## src/dclt_pkg.sv

```systemverilog
// ----------------------------------------------------------------------------
// dclt_pkg
// Shared types, codes and helpers of the command line tokenizer.
// ----------------------------------------------------------------------------
`default_nettype none

package dclt_pkg;

   localparam int ByteWidth = 8;
   localparam int PosWidth  = 12;
   localparam int ArgWidth  = 6;
   localparam int BufWidth  = 13;
   localparam int SlotWidth = 7;
   localparam int CsrWidth  = 13;

   localparam logic [BufWidth-1:0]  BufBytesMax   = 13'd4096;
   localparam logic [BufWidth-1:0]  BufBytesReset = 13'd256;
   localparam logic [SlotWidth-1:0] ArgSlotsMax   = 7'd64;
   localparam logic [SlotWidth-1:0] ArgSlotsReset = 7'd32;

   // configuration register indexes
   localparam logic CSR_BUFFER_BYTES = 1'b0;
   localparam logic CSR_ARG_SLOTS    = 1'b1;

   // event codes
   localparam logic [1:0] EV_STORE = 2'd0;
   localparam logic [1:0] EV_ARG   = 2'd1;
   localparam logic [1:0] EV_DONE  = 2'd2;
   localparam logic [1:0] EV_ERR   = 2'd3;

   // characters
   localparam logic [ByteWidth-1:0] CH_NUL    = 8'h00;
   localparam logic [ByteWidth-1:0] CH_QUOTE  = 8'h22;
   localparam logic [ByteWidth-1:0] CH_SLASH  = 8'h2F;
   localparam logic [ByteWidth-1:0] CH_BSLASH = 8'h5C;
   localparam logic [ByteWidth-1:0] CH_DASH   = 8'h2D;

   // event slots of one item, in emission order
   localparam int SLOT_ERR   = 0;
   localparam int SLOT_PRE   = 1;
   localparam int SLOT_BEGIN = 2;
   localparam int SLOT_DASH  = 3;
   localparam int SLOT_MAIN  = 4;
   localparam int SLOT_TERM  = 5;
   localparam int SLOT_DONE  = 6;
   localparam int SlotCount  = 7;

   // queue between front and back
   localparam int QueueDepth = 2;
   localparam int QueueAw    = (QueueDepth > 1) ? $clog2(QueueDepth) : 1;
   localparam int QueueCw    = $clog2(QueueDepth + 1);

   typedef struct packed {
      logic [SlotCount-1:0] mask;
      logic [PosWidth-1:0]  wp;
      logic [ArgWidth-1:0]  at;
      logic [ByteWidth-1:0] main_byte;
   } desc_type;

   function automatic logic is_space(input logic [ByteWidth-1:0] c);
      return c inside {8'd32, [8'd9:8'd13]};
   endfunction

endpackage

`default_nettype wire

```

## src/dclt_front.sv

```systemverilog
// ----------------------------------------------------------------------------
// dclt_front
// Accepts characters, tracks line state and classifies each character into
// a descriptor of the events it causes.
// ----------------------------------------------------------------------------
`default_nettype none

module dclt_front
   import dclt_pkg::*;
(
   input  wire logic                  clock,
   input  wire logic                  reset,
   input  wire logic                  csr_write_enable,
   input  wire logic                  csr_index,
   input  wire logic [CsrWidth-1:0]   csr_data,
   input  wire logic                  req_valid,
   output logic                       req_ready,
   input  wire logic [ByteWidth-1:0]  req_ch,
   input  wire logic [ByteWidth-1:0]  req_next_one,
   input  wire logic [ByteWidth-1:0]  req_next_two,
   input  wire logic                  q_full,
   output logic                       q_push,
   output desc_type                   q_desc
);

   logic [BufWidth-1:0]  buffer_bytes_ff;
   logic [SlotWidth-1:0] arg_slots_ff;
   logic                 inside_arg_ff, inside_arg_in;
   logic                 inside_quotes_ff, inside_quotes_in;
   logic                 line_failed_ff, line_failed_in;
   logic [PosWidth-1:0]  wp_ff, wp_in;
   logic [ArgWidth-1:0]  at_ff, at_in;

   logic [BufWidth-1:0]  bb_eff;
   logic [SlotWidth-1:0] as_eff;
   logic                 ends;
   logic                 err_hit;
   logic                 accept;
   logic [SlotCount-1:0] mask;
   logic [ByteWidth-1:0] main_byte;
   logic [2:0]           n_stores;

   assign req_ready = !q_full;
   assign accept    = req_valid && req_ready;
   assign ends      = (req_next_one == CH_NUL);
   assign bb_eff    = (buffer_bytes_ff > BufBytesMax) ? BufBytesMax : buffer_bytes_ff;
   assign as_eff    = (arg_slots_ff > ArgSlotsMax) ? ArgSlotsMax : arg_slots_ff;
   assign err_hit   = (({1'b0, wp_ff} + BufWidth'(4)) >= bb_eff)
                   || (({1'b0, at_ff} + SlotWidth'(1)) >= as_eff);

   always_comb begin
      mask             = '0;
      main_byte        = req_ch;
      inside_arg_in    = inside_arg_ff;
      inside_quotes_in = inside_quotes_ff;
      line_failed_in   = line_failed_ff;
      wp_in            = wp_ff;
      at_in            = at_ff;
      if (line_failed_ff) begin
         if (ends) begin
            line_failed_in = 1'b0;
            inside_arg_in  = 1'b0;
            inside_quotes_in = 1'b0;
            wp_in          = '0;
            at_in          = '0;
         end
      end else if (err_hit) begin
         mask[SLOT_ERR] = 1'b1;
         line_failed_in = 1'b1;
         if (ends) begin
            line_failed_in   = 1'b0;
            inside_arg_in    = 1'b0;
            inside_quotes_in = 1'b0;
            wp_in            = '0;
            at_in            = '0;
         end
      end else begin
         if (inside_quotes_ff) begin
            if (req_ch == CH_QUOTE) begin
               inside_quotes_in = 1'b0;
            end else begin
               mask[SLOT_MAIN] = 1'b1;
            end
         end else if (req_ch == CH_QUOTE) begin
            mask[SLOT_PRE]   = inside_arg_ff;
            mask[SLOT_BEGIN] = 1'b1;
            inside_arg_in    = 1'b1;
            inside_quotes_in = 1'b1;
         end else if (is_space(req_ch)) begin
            mask[SLOT_PRE] = inside_arg_ff;
            inside_arg_in  = 1'b0;
         end else if (req_ch == CH_SLASH) begin
            mask[SLOT_PRE]   = inside_arg_ff;
            mask[SLOT_BEGIN] = 1'b1;
            mask[SLOT_DASH]  = (req_next_one != CH_NUL) && (req_next_two != CH_NUL)
                            && (req_next_two != CH_SLASH) && !is_space(req_next_two);
            mask[SLOT_MAIN]  = 1'b1;
            main_byte        = CH_DASH;
            inside_arg_in    = 1'b1;
         end else begin
            mask[SLOT_BEGIN] = !inside_arg_ff;
            mask[SLOT_MAIN]  = 1'b1;
            main_byte        = (req_ch == CH_BSLASH) ? CH_SLASH : req_ch;
            inside_arg_in    = 1'b1;
         end
         if (ends) begin
            mask[SLOT_TERM]  = inside_arg_in;
            mask[SLOT_DONE]  = 1'b1;
            inside_arg_in    = 1'b0;
            inside_quotes_in = 1'b0;
            wp_in            = '0;
            at_in            = '0;
         end else begin
            wp_in = wp_ff + PosWidth'(n_stores);
            at_in = at_ff + ArgWidth'(mask[SLOT_BEGIN]);
         end
      end
   end

   assign n_stores = 3'(mask[SLOT_PRE]) + 3'(mask[SLOT_DASH]) + 3'(mask[SLOT_MAIN])
                   + 3'(mask[SLOT_TERM]);

   assign q_push           = accept && (mask != '0);
   assign q_desc.mask      = mask;
   assign q_desc.wp        = wp_ff;
   assign q_desc.at        = at_ff;
   assign q_desc.main_byte = main_byte;

   always_ff @(posedge clock) begin
      if (reset) begin
         buffer_bytes_ff  <= BufBytesReset;
         arg_slots_ff     <= ArgSlotsReset;
         inside_arg_ff    <= 1'b0;
         inside_quotes_ff <= 1'b0;
         line_failed_ff   <= 1'b0;
         wp_ff            <= '0;
         at_ff            <= '0;
      end else begin
         if (csr_write_enable) begin
            if (csr_index == CSR_BUFFER_BYTES) begin
               buffer_bytes_ff <= csr_data[BufWidth-1:0];
            end else begin
               arg_slots_ff <= csr_data[SlotWidth-1:0];
            end
         end
         if (accept) begin
            inside_arg_ff    <= inside_arg_in;
            inside_quotes_ff <= inside_quotes_in;
            line_failed_ff   <= line_failed_in;
            wp_ff            <= wp_in;
            at_ff            <= at_in;
         end
      end
   end

endmodule

`default_nettype wire

```

## src/dclt_queue.sv

```systemverilog
// ----------------------------------------------------------------------------
// dclt_queue
// Short descriptor queue between the front and the back.
// ----------------------------------------------------------------------------
`default_nettype none

module dclt_queue
   import dclt_pkg::*;
(
   input  wire logic     clock,
   input  wire logic     reset,
   input  wire logic     push,
   input  desc_type      push_desc,
   output logic          full,
   input  wire logic     pop,
   output logic          valid,
   output desc_type      head
);

   desc_type             mem_ff [QueueDepth];
   logic [QueueAw-1:0]   wr_ptr_ff;
   logic [QueueAw-1:0]   rd_ptr_ff;
   logic [QueueCw-1:0]   count_ff;

   assign full  = (count_ff == QueueCw'(QueueDepth));
   assign valid = (count_ff != '0);
   assign head  = mem_ff[rd_ptr_ff];

   function automatic logic [QueueAw-1:0] wrap_inc(input logic [QueueAw-1:0] p);
      return (p == QueueAw'(QueueDepth - 1)) ? '0 : p + QueueAw'(1);
   endfunction

   always_ff @(posedge clock) begin
      if (reset) begin
         wr_ptr_ff <= '0;
         rd_ptr_ff <= '0;
         count_ff  <= '0;
      end else begin
         if (push) begin
            mem_ff[wr_ptr_ff] <= push_desc;
            wr_ptr_ff         <= wrap_inc(wr_ptr_ff);
         end
         if (pop) begin
            rd_ptr_ff <= wrap_inc(rd_ptr_ff);
         end
         if (push && !pop) begin
            count_ff <= count_ff + QueueCw'(1);
         end else if (pop && !push) begin
            count_ff <= count_ff - QueueCw'(1);
         end
      end
   end

endmodule

`default_nettype wire

```

## src/dclt_back.sv

```systemverilog
// ----------------------------------------------------------------------------
// dclt_back
// Expands each descriptor into its events, one beat per cycle while rsp_ready
// allows, through an output register.
// ----------------------------------------------------------------------------
`default_nettype none

module dclt_back
   import dclt_pkg::*;
(
   input  wire logic                  clock,
   input  wire logic                  reset,
   input  wire logic                  q_valid,
   input  desc_type                   q_head,
   output logic                       q_pop,
   output logic                       rsp_valid,
   input  wire logic                  rsp_ready,
   output logic [1:0]                 rsp_event_res,
   output logic [ByteWidth-1:0]       rsp_out_byte,
   output logic [PosWidth-1:0]        rsp_position,
   output logic [ArgWidth-1:0]        rsp_arg_number,
   output logic                       rsp_last
);

   logic [SlotCount-1:0] mask_ff;
   logic [ByteWidth-1:0] main_byte_ff;
   logic [PosWidth-1:0]  wp_ff;
   logic [ArgWidth-1:0]  at_ff;
   logic                 rsp_valid_ff;
   logic [1:0]           rsp_event_res_ff, rsp_event_res_in;
   logic [ByteWidth-1:0] rsp_out_byte_ff, rsp_out_byte_in;
   logic [PosWidth-1:0]  rsp_position_ff;
   logic [ArgWidth-1:0]  rsp_arg_number_ff;
   logic                 rsp_last_ff;

   logic                 advance;
   logic                 have;
   logic                 emit;
   logic                 load;
   logic [SlotCount-1:0] sel;
   logic [SlotCount-1:0] rest;
   logic                 is_store;

   assign advance = !rsp_valid_ff || rsp_ready;
   assign have    = (mask_ff != '0);
   assign sel     = mask_ff & (~mask_ff + SlotCount'(1));
   assign rest    = mask_ff & ~sel;
   assign emit    = advance && have;
   assign load    = q_valid && (!have || (emit && (rest == '0)));
   assign q_pop   = load;
   assign is_store = sel[SLOT_PRE] || sel[SLOT_DASH] || sel[SLOT_MAIN] || sel[SLOT_TERM];

   always_comb begin
      rsp_event_res_in = EV_STORE;
      rsp_out_byte_in  = CH_NUL;
      if (sel[SLOT_ERR]) begin
         rsp_event_res_in = EV_ERR;
      end else if (sel[SLOT_BEGIN]) begin
         rsp_event_res_in = EV_ARG;
      end else if (sel[SLOT_DONE]) begin
         rsp_event_res_in = EV_DONE;
      end else if (sel[SLOT_DASH]) begin
         rsp_out_byte_in = CH_DASH;
      end else if (sel[SLOT_MAIN]) begin
         rsp_out_byte_in = main_byte_ff;
      end
   end

   always_ff @(posedge clock) begin
      if (reset) begin
         mask_ff      <= '0;
         rsp_valid_ff <= 1'b0;
      end else begin
         if (emit) begin
            rsp_valid_ff      <= 1'b1;
            rsp_event_res_ff  <= rsp_event_res_in;
            rsp_out_byte_ff   <= rsp_out_byte_in;
            rsp_position_ff   <= wp_ff;
            rsp_arg_number_ff <= at_ff;
            rsp_last_ff       <= (rest == '0);
         end else if (advance) begin
            rsp_valid_ff <= 1'b0;
         end
         if (load) begin
            mask_ff      <= q_head.mask;
            main_byte_ff <= q_head.main_byte;
            wp_ff        <= q_head.wp;
            at_ff        <= q_head.at;
         end else if (emit) begin
            mask_ff <= rest;
            if (is_store) begin
               wp_ff <= wp_ff + PosWidth'(1);
            end
            if (sel[SLOT_BEGIN]) begin
               at_ff <= at_ff + ArgWidth'(1);
            end
         end
      end
   end

   assign rsp_valid      = rsp_valid_ff;
   assign rsp_event_res  = rsp_event_res_ff;
   assign rsp_out_byte   = rsp_out_byte_ff;
   assign rsp_position   = rsp_position_ff;
   assign rsp_arg_number = rsp_arg_number_ff;
   assign rsp_last       = rsp_last_ff;

`ifndef SYNTH
   a_err_alone: assert property (@(posedge clock) disable iff (reset)
      mask_ff[SLOT_ERR] |-> (mask_ff == SlotCount'(1 << SLOT_ERR)))
      else $error("error slot shares a descriptor with other events");

   a_done_last: assert property (@(posedge clock) disable iff (reset)
      (rsp_valid_ff && (rsp_event_res_ff == EV_DONE)) |-> rsp_last_ff)
      else $error("line done beat not marked last");

   a_err_last: assert property (@(posedge clock) disable iff (reset)
      (rsp_valid_ff && (rsp_event_res_ff == EV_ERR)) |-> rsp_last_ff)
      else $error("error beat not marked last");

   a_store_byte_only: assert property (@(posedge clock) disable iff (reset)
      (rsp_valid_ff && (rsp_event_res_ff != EV_STORE)) |-> (rsp_out_byte_ff == CH_NUL))
      else $error("non-store beat carries a byte");
`endif

endmodule

`default_nettype wire

```

## src/dos_command_line_tokenizer.sv

```systemverilog
// ----------------------------------------------------------------------------
// dos_command_line_tokenizer
// Command line tokenizer: splits a character stream into argument events.
// ----------------------------------------------------------------------------
// The block takes one character per req beat, with the next two characters
// as lookahead, and returns store-byte, argument-begin, line-done and error
// events on the rsp channel, one beat per cycle while rsp_ready allows, the
// final beat of each character marked by rsp_last. A character is accepted
// while the queue has room. One that causes k events yields k beats on the
// result port; one that causes none pushes no descriptor. The sustained
// rate is therefore set by the single event port, zero to five events per
// character. The front and the back are separated by a two-entry descriptor
// queue, and the result port is registered. Write csr registers only while
// the block is idle.
// ----------------------------------------------------------------------------
`default_nettype none

module dos_command_line_tokenizer
   import dclt_pkg::*;
(
   input  wire logic                  clock,
   input  wire logic                  reset,
   input  wire logic                  csr_write_enable,
   input  wire logic                  csr_index,
   input  wire logic [CsrWidth-1:0]   csr_data,
   input  wire logic                  req_valid,
   output logic                       req_ready,
   input  wire logic [ByteWidth-1:0]  req_ch,
   input  wire logic [ByteWidth-1:0]  req_next_one,
   input  wire logic [ByteWidth-1:0]  req_next_two,
   output logic                       rsp_valid,
   input  wire logic                  rsp_ready,
   output logic [1:0]                 rsp_event_res,
   output logic [ByteWidth-1:0]       rsp_out_byte,
   output logic [PosWidth-1:0]        rsp_position,
   output logic [ArgWidth-1:0]        rsp_arg_number,
   output logic                       rsp_last
);

   logic     q_full;
   logic     q_push;
   logic     q_pop;
   logic     q_valid;
   desc_type q_desc;
   desc_type q_head;

   dclt_front u_front (
      .clock            (clock),
      .reset            (reset),
      .csr_write_enable (csr_write_enable),
      .csr_index        (csr_index),
      .csr_data         (csr_data),
      .req_valid        (req_valid),
      .req_ready        (req_ready),
      .req_ch           (req_ch),
      .req_next_one     (req_next_one),
      .req_next_two     (req_next_two),
      .q_full           (q_full),
      .q_push           (q_push),
      .q_desc           (q_desc)
   );

   dclt_queue u_queue (
      .clock     (clock),
      .reset     (reset),
      .push      (q_push),
      .push_desc (q_desc),
      .full      (q_full),
      .pop       (q_pop),
      .valid     (q_valid),
      .head      (q_head)
   );

   dclt_back u_back (
      .clock          (clock),
      .reset          (reset),
      .q_valid        (q_valid),
      .q_head         (q_head),
      .q_pop          (q_pop),
      .rsp_valid      (rsp_valid),
      .rsp_ready      (rsp_ready),
      .rsp_event_res  (rsp_event_res),
      .rsp_out_byte   (rsp_out_byte),
      .rsp_position   (rsp_position),
      .rsp_arg_number (rsp_arg_number),
      .rsp_last       (rsp_last)
   );

endmodule

`default_nettype wire
```

## config.mk

```make
export PLATFORM = sky130hd
export DESIGN_NAME = dos_command_line_tokenizer
export DESIGN_NICKNAME = d
export VERILOG_FILES = /design/src/dclt_pkg.sv /design/src/dclt_front.sv /design/src/dclt_queue.sv /design/src/dclt_back.sv /design/src/dos_command_line_tokenizer.sv
export SDC_FILE = /design/constraint.sdc
export NUM_CORES = 1
export LEC_CHECK = 0
export BUFFER_PORTS_ARGS = -buffer_cell sky130_fd_sc_hd__buf_4
export CORE_ASPECT_RATIO = 1.4
export CORE_UTILIZATION = 55
export CTS_BUF_LIST = sky130_fd_sc_hd__clkbuf_4
export DETAILED_ROUTE_END_ITERATION = 8
export PLACE_DENSITY_LB_ADDON = 0.25
export SLEW_MARGIN = 10
export SYNTH_ARGS = -nofsm -noshare
export SYNTH_HDL_FRONTEND = slang
export SYNTH_SLANG_ARGS = --single-unit
```

## constraint.sdc

```tcl
create_clock -name clock -period 9.1 [get_ports clock]
set_clock_uncertainty 0.15 [all_clocks]
set_input_delay 0.455 -clock clock [delete_from_list [all_inputs] [get_ports clock]]
set_output_delay 0.455 -clock clock [all_outputs]
set_load 0.02 [all_outputs]
```

==> flow_summary.yaml, run 1 <==
run_status:
  status: "finished clean"
clock_network:
  clock_latency_ps: 560
  clock_tree.root_cell: "clkbuf_4"
  clk_path_buf_depth: 2
  cts.sinks: 175
  cts_setup_buffers: 0
  clkTransAtPathRegs_ps: 140
  cts_tree: "yes"
  cts_made_buffers: 17
  htreeDepth: 4
  cts-resized-gates: 0
worst_hold_path:
  min_path_type: "input pin to register"
  hp-start: "csr_index"
  min_to: "u_front.arg_slots_ff[4]"
  whs_path_depth: 3
sta:
  slew_violations: 0
  hold_violations: 0
  rsz0062_at_grt: "no"
  relSlewSlack_pct: 20.0
  period_share_pct: 74.2
  tightest_slew_ps: 1200
  fin_tns_setup_ps: 0
  fmax_mhz: 148
  final.min_clock_period_ps: 6750
  setup_viol: 0
cells_and_area:
  area_delta_synth_final_pct: 14.5
  fin_area_um2: 9320
  layout-drive-gt1-share_pct: 16.9
  finalNetCount: 879
  fillers: 1144
yosys:
  ys_async_sr_fraction_pct: 0
  yosysTopAreaCell: "edfxtp_1"
  synth_cell_type_count: 63
  syn-instance-count: 720
  synth_area_leaders: "edfxtp_1 (45%), dfxtp_1 (13%), ha_1 (4.9%)"
  ys.flop_type: "edfxtp_1"
  syn_area_per_cell_um2: 11.3
  synth.top_cell.area_share_pct: 44.6
  synth_edf_count: 121
  ys_top_cells_by_count: "edfxtp_1 (121), nand2_1 (76), nor2_1 (69), dfxtp_1 (54), a21oi_1 (52)"
  syn-cell-area_um2: 8150
  yosysSeqAreaShare_pct: 57.9
  synth_warnings: 0
  syn-num-nets: 797
  ys_ff_latch: 175
  synth_most_common_cell: "edfxtp_1"
critical_path:
  r2r_start: "u_front.wp_ff[4]"
  r2r-end: "u_front.wp_ff[10]"
  path_max_fanout: 14
  start_kind: "register"
  reg2reg_depth: 27
  reg2reg_slack_ps: 2350
  path_class: "register to register"
  cp.required_ps: 9350
  cp.arrival_ps: 7000
  end_kind: "register"
floorplanning:
  die_area_um2: 15300
  coreArea_um2: 14400
  pin_count: 74
  rows: 52
  start_util_pct: 56.4
  die_y_um: 146
  dieWidth_um: 105
placed_design:
  gp_congestion: 0.865
  portBuffers: 73
  hpwl_um: 10600
  placed_cell_area_um2: 8850
power:
  leakage_uw: 0.00357
  combPwrFrac_pct: 33.7
  clkPwrFrac_pct: 18.3
  ir_worst_vdd_mv: 0.206
  pwr_density_cell_nw_per_um2: 271
  p_sw_uw: 874
  p_seq_share_pct: 48.0
  internal_power_uw: 1660
  p_total_uw: 2530
  swShare_pct: 34.5
detailed_routing:
  drc_errors: 0
  firstDrtPassIters: 5
  wl_met3_um: 518
  routed_wl_um: 14900
  drt_iter0_markers: 234
  viasPerCell: 5.50
  final_antenna_net_count: 0
  top_layer: "met4"
  route.met2.wl_um: 8000
  post_drt_wl_per_cell_um: 14.8
  num_vias: 5528
  met1_length_um: 6080
job:
  drv_cap: 0
global_routing:
  grt_max_degree: 49
  grt_pass1_wl_um: 24400
  grt.overflow.total: 0
  antenna_found_initial: 1
  grt_usage_pct: 20.2
  grt_pass1_vias: 5305
-- final cells by class --
type                    instances  area [µm²]  share of cell area, %
clock buffers                  18         135                   1.45
repair buffers                 96         761                   8.16
multi-input cells             491        3220                   34.5
flip-flops and latches        175        4710                   50.6
clock inverters                14         180                   1.93
well taps                     189         236                   2.54
inverters                      21        78.8                  0.845
diodes                          1        2.50                 0.0268
-- what timing repair did --
item / CTS / global route
hold endpoints to repair: 21 / 0
hold buffers: 16 / 0
endpoints found under the setup margin: 0 / 0
-- layout by cell type, fill, tap and decap left out, types with 7 or more instances in the layout --
cell type	count
buf_4	80
edfxtp_1	121
o21ai_0	8
inv_1	21
nor3_1	15
a22oi_1	7
nor2_1	69
and3_1	13
xnor2_1	27
nand4_1	8
xor2_1	17
ha_1	32
nand3_1	28
dfxtp_1	54
nor4_1	7
dlygate4sd3_1	16
a21oi_1	52
clkbuf_4	18
nand2_1	76
mux2i_1	20
a21o_1	12
nor2b_1	12
nand2b_1	9
mux2_2	16
-- worst max-delay path, cell delays in order (launching register included) --
cell and delay [ps]:
dfxtp_1 510, and4_1 280, and3_1 210, nor2b_1 190, nand2_1 90, xnor2_1 150
ha_1 340, and4_1 210, a2111oi_0 710, o31a_1 290, o211ai_1 100, buf_4 180
or2_0 350, nor2_1 260, ha_1 270, inv_1 70, fa_1 410, inv_1 70
ha_1 160, inv_1 50, fa_1 410, nor2b_1 140, o21ai_0 80, nor3_1 260
nand3_1 180, nor4_1 280, xnor2_1 170, nor2_1 50
-- logic make-up (layout without fill, tap and decap cells) --
family / Yosys count / after routing / synth area share (%)
simple gates: 264 / 264 / 15.6
other cells: 0 / 1 / 0
fa+ha+maj: 36 / 36 / 5.67
compound gates: 110 / 110 / 8.46
xor+xnor: 44 / 44 / 4.73
buf+inv: 54 / 149 / 2.83
mux: 37 / 37 / 4.81
flops: 175 / 175 / 57.9
-- stage by stage --
step | hold slack [ps] | cells | setup WS [ps] | utilization [%]
6_report | 65.5 | 1005 | 2350 | 64.6
5_1_grt | 32.1 | 1005 | 2040 | 64.6
4_1_cts | 20.8 | 1004 | 2410 | 64.5
3_5_place_dp | 297 | 956 | 2440 | 61.2
3_3_place_gp | 288 | 956 | 2820 | 61.2
2_1_floorplan | 274 | 720 | 2770 | -
-- metal layers --
metal  vias up  track usage, %
li1       2773               -
met1      2612            22.7
met2       123            37.1
met3        20            3.99
met4         0            7.96
met5         -               0
-- state kept, by name, summed over array words and instances (netlist names), 2 cells and up, named ones only --
signal and count:
u_back.at_ff 6, u_front.buffer_bytes_ff 13, u_front.at_ff 6, u_back.rsp_arg_number 6, u_front.wp_ff 12, u_back.rsp_position 12
u_queue.count_ff 2, u_back.rsp_out_byte 8, u_back.wp_ff 12, u_front.arg_slots_ff 7, u_queue.mem_ff 66, u_back.mask_ff 7
u_back.main_byte_ff 8, u_back.rsp_event_res 2
-- power by group through the flow --
stage,combinational (µW),sequential (µW),clock [µW]
2_1_floorplan,558,1290,0
3_3_place_gp,823,1220,0
3_5_place_dp,847,1230,0
4_1_cts,859,1220,473
5_1_grt,944,1240,504
6_report,853,1220,462
-- worst max-delay path by stage --
| stage | from | endpoint | slack (ps) |
|---|---|---|---|
| 2_1_floorplan | u_front.wp_ff[4] | u_queue.mem_ff[1][0] | 2770 |
| 3_3_place_gp | u_front.wp_ff[4] | u_front.wp_ff[8] | 2820 |
| 3_5_place_dp | u_front.wp_ff[4] | u_front.wp_ff[8] | 2440 |
| 4_1_cts | u_front.wp_ff[4] | u_front.wp_ff[8] | 2410 |
| 5_1_grt | u_front.wp_ff[4] | u_front.wp_ff[8] | 2040 |
| 6_report | u_front.wp_ff[4] | u_front.wp_ff[10] | 2350 |
(Power assumes the default switching activity.)
==> inputs of run 2 (changes only) <==
Settings changed: ABC_AREA set to 1.
Clock period 9.1 ns to 6.7 ns, I/O delays scaled along.
==> run 2 against run 1 <==
Net effect: register-to-register slack lost 930 ps; clock power is 44% higher; sequential power is 32% higher; first-iteration DRC count rose by 27%; synthesized area is 5.1% higher; critical path type unchanged; count of clock-buffer cells in the layout shrank 1; non-clock buffer count up 7; largest cell class unchanged; design area up 5.5%; via count increased by 18%; global-route usage is 2.9 points higher; setup slack worse by 930 ps.
==> flow_summary.yaml, run 2 <==
yosys:
  ys_ff_latch: 175
  yosysSeqAreaShare_pct: 55.1
  synth_top_family_by_area: "simple AND/OR/NAND/NOR gates"
  syn-cell-area_um2: 8560
  synth.top_cell.area_share_pct: 42.4
  ys_top_cells_by_count: "nand2_1 (216), nor2_1 (139), edfxtp_1 (121), inv_1 (111), o21ai_0 (64)"
  synth_area_leaders: "edfxtp_1 (42%), dfxtp_1 (13%), nand2_1 (9.5%)"
  synthMuxAreaShare_pct: 0
  syn_area_per_cell_um2: 8.98
  ys.flop_type: "edfxtp_1"
  synth_most_common_cell: "nand2_1"
  synth_cell_type_count: 40
  synthXorXnorAreaFrac_pct: 2.56
  synth_compound_area_share_pct: 8.35
  synth_fa_ha_area_share_pct: 5.15
  synth_edf_count: 121
  yosys.area_share.simple_pct: 22.3
  yosysTopAreaCell: "edfxtp_1"
  syn-num-nets: 1030
  synth_warnings: 0
  ys_async_sr_fraction_pct: 0
  syn-instance-count: 953
global_routing:
  grt_pass1_vias: 6314
  grt_pass1_wl_um: 28400
  top_usage_layer: "met2"
  grt_max_degree: 48
  use_met2_pct: 40.8
  use_met1_pct: 25.0
  use_met3_pct: 6.14
  grt.overflow.total: 0
  antenna_found_initial: 1
  grt_usage_pct: 23.1
sta:
  period_share_pct: 78.8
  slew_violations: 0
  fmax_mhz: 189
  tightest_slew_ps: 921
  hold_violations: 0
  setup_viol: 0
  rsz0062_at_grt: "no"
  final.min_clock_period_ps: 5280
  relSlewSlack_pct: 38.5
  fin_tns_setup_ps: 0
clock_network:
  clkTransAtPathRegs_ps: 160
  cts.sinks: 175
  cts_tree: "yes"
  clock_latency_ps: 600
  clk_path_buf_depth: 2
  cts_made_buffers: 17
  cts-resized-gates: 0
  htreeDepth: 4
  clock_tree.root_cell: "clkbuf_4"
detailed_routing:
  post_drt_wl_per_cell_um: 13.6
  firstDrtPassIters: 5
  viasPerCell: 5.21
  final_antenna_net_count: 0
  routed_wl_um: 17000
  num_vias: 6518
  drc_errors: 0
  drt_iter0_markers: 297
power:
  ir_worst_vdd_mv: 0.187
  p_total_uw: 3410
  pwr_density_cell_nw_per_um2: 347
  leakage_uw: 0.00421
critical_path:
  cp_common_cell: "nand2_1"
  reg2reg_slack_ps: 1420
  r2r-end: "u_front.wp_ff[10]"
  reg2reg_depth: 30
  path_max_fanout: 11
  path_class: "register to register"
  cp_slowest_cell: "a211oi_1"
  start_kind: "register"
  end_kind: "register"
  setup.worst_path.end: "u_front.wp_ff[10]"
  r2r_start: "u_front.buffer_bytes_ff[4]"
  max_stage_delay_ps: 520
  crit_path_start: "u_front.buffer_bytes_ff[4]"
  cp.arrival_ps: 5670
  cp.required_ps: 7090
cells_and_area:
  area_delta_synth_final_pct: 14.9
  final_common_cell: "nand2_1"
  layout_common_cells: "nand2_1 (216), nor2_1 (137), edfxtp_1 (121)"
  finalNetCount: 1123
  largest_reg_flops: 66
  fin_area_um2: 9830
  largest_registers: "u_queue.mem_ff (66), u_front.buffer_bytes_ff (13)"
  layout-drive-gt1-share_pct: 13.3
  top_register: "u_queue.mem_ff"
  fillers: 1250
  fin_util_pct: 65.0
placed_design:
  portBuffers: 73
  placed_cell_area_um2: 9240
  hpwl_um: 12400
  gp_congestion: 0.927
job:
  drv_cap: 0
floorplanning:
  die_y_um: 150
  coreArea_um2: 15100
  start_util_pct: 56.6
  rows: 53
  pin_count: 74
  die_area_um2: 16100
  dieWidth_um: 107
worst_hold_path:
  min_path_type: "input pin to register"
run_status:
  status: "finished clean"
[run 2: per-layer routing]
layer  vias to the layer above  routed length (µm)
met2                       181                9000
met1                      2954                6570
li1                       3327                   -
met4                         0                 675
met5                         -                   0
met3                        56                 755
[run 2: kinds of logic after synthesis]
logic type / count (synthesis)
simple gates: 452
flops: 175
buf+inv: 142
compound gates: 125
fa+ha+maj: 34
xor+xnor: 25
[run 2: area by class of cell]
| type | instances | area (µm²) | share of cell area [%] |
|---|---|---|---|
| antenna | 1 | 2.50 | 0.0254 |
| clock buffer | 17 | 128 | 1.30 |
| clock inverter | 15 | 200 | 2.04 |
| inverter | 113 | 424 | 4.31 |
| multi-input combinational | 636 | 3290 | 33.4 |
| sequential | 175 | 4710 | 47.9 |
| tap | 192 | 240 | 2.44 |
| timing repair buffer | 103 | 838 | 8.53 |
[run 2: what timing repair did]
item,4_1_cts,5_1_grt
hold buffers,26,0
buffers inserted,0,0
hold endpoints to repair,43,0
[run 2: how the worst min path moves through the flow]
stage,start,to,slack (ps),cells after the start
4_1_cts,req_ch[1],u_queue.mem_ff[1][1],60,3
5_1_grt,req_ch[1],u_queue.mem_ff[0][1],130,3
2_1_floorplan,u_front.wp_ff[4],u_queue.mem_ff[0][18],270,0
3_3_place_gp,u_queue.rd_ptr_ff,u_queue.rd_ptr_ff,280,1
6_report,req_ch[1],u_queue.mem_ff[0][1],100,3
3_5_place_dp,u_queue.rd_ptr_ff,register,290,1
[run 2: metrics by stage]
stage                     worst slack, ps  hold WS (ps)  std cells
final                                1420           103       1252
after global routing                  858           128       1252
after CTS                            1530          58.5       1251
after detailed placement             1580           295       1193
after global placement               1660           285       1193
after floorplan                      2050           274        953
[run 2: critical path: cells and delay by family, from the launching register on]
family	cells	cell delay (ps)
adders and majority gates	5	1640
and+or+nand+nor	16	1540
AOI/OAI and AO/OA	5	1080
buffers and inverters	4	450
DFF	1	350
[run 2: report_power, final]
part           internal [µW]  switching (µW)
clock network            273             394
logic                    397             740
registers               1490             121
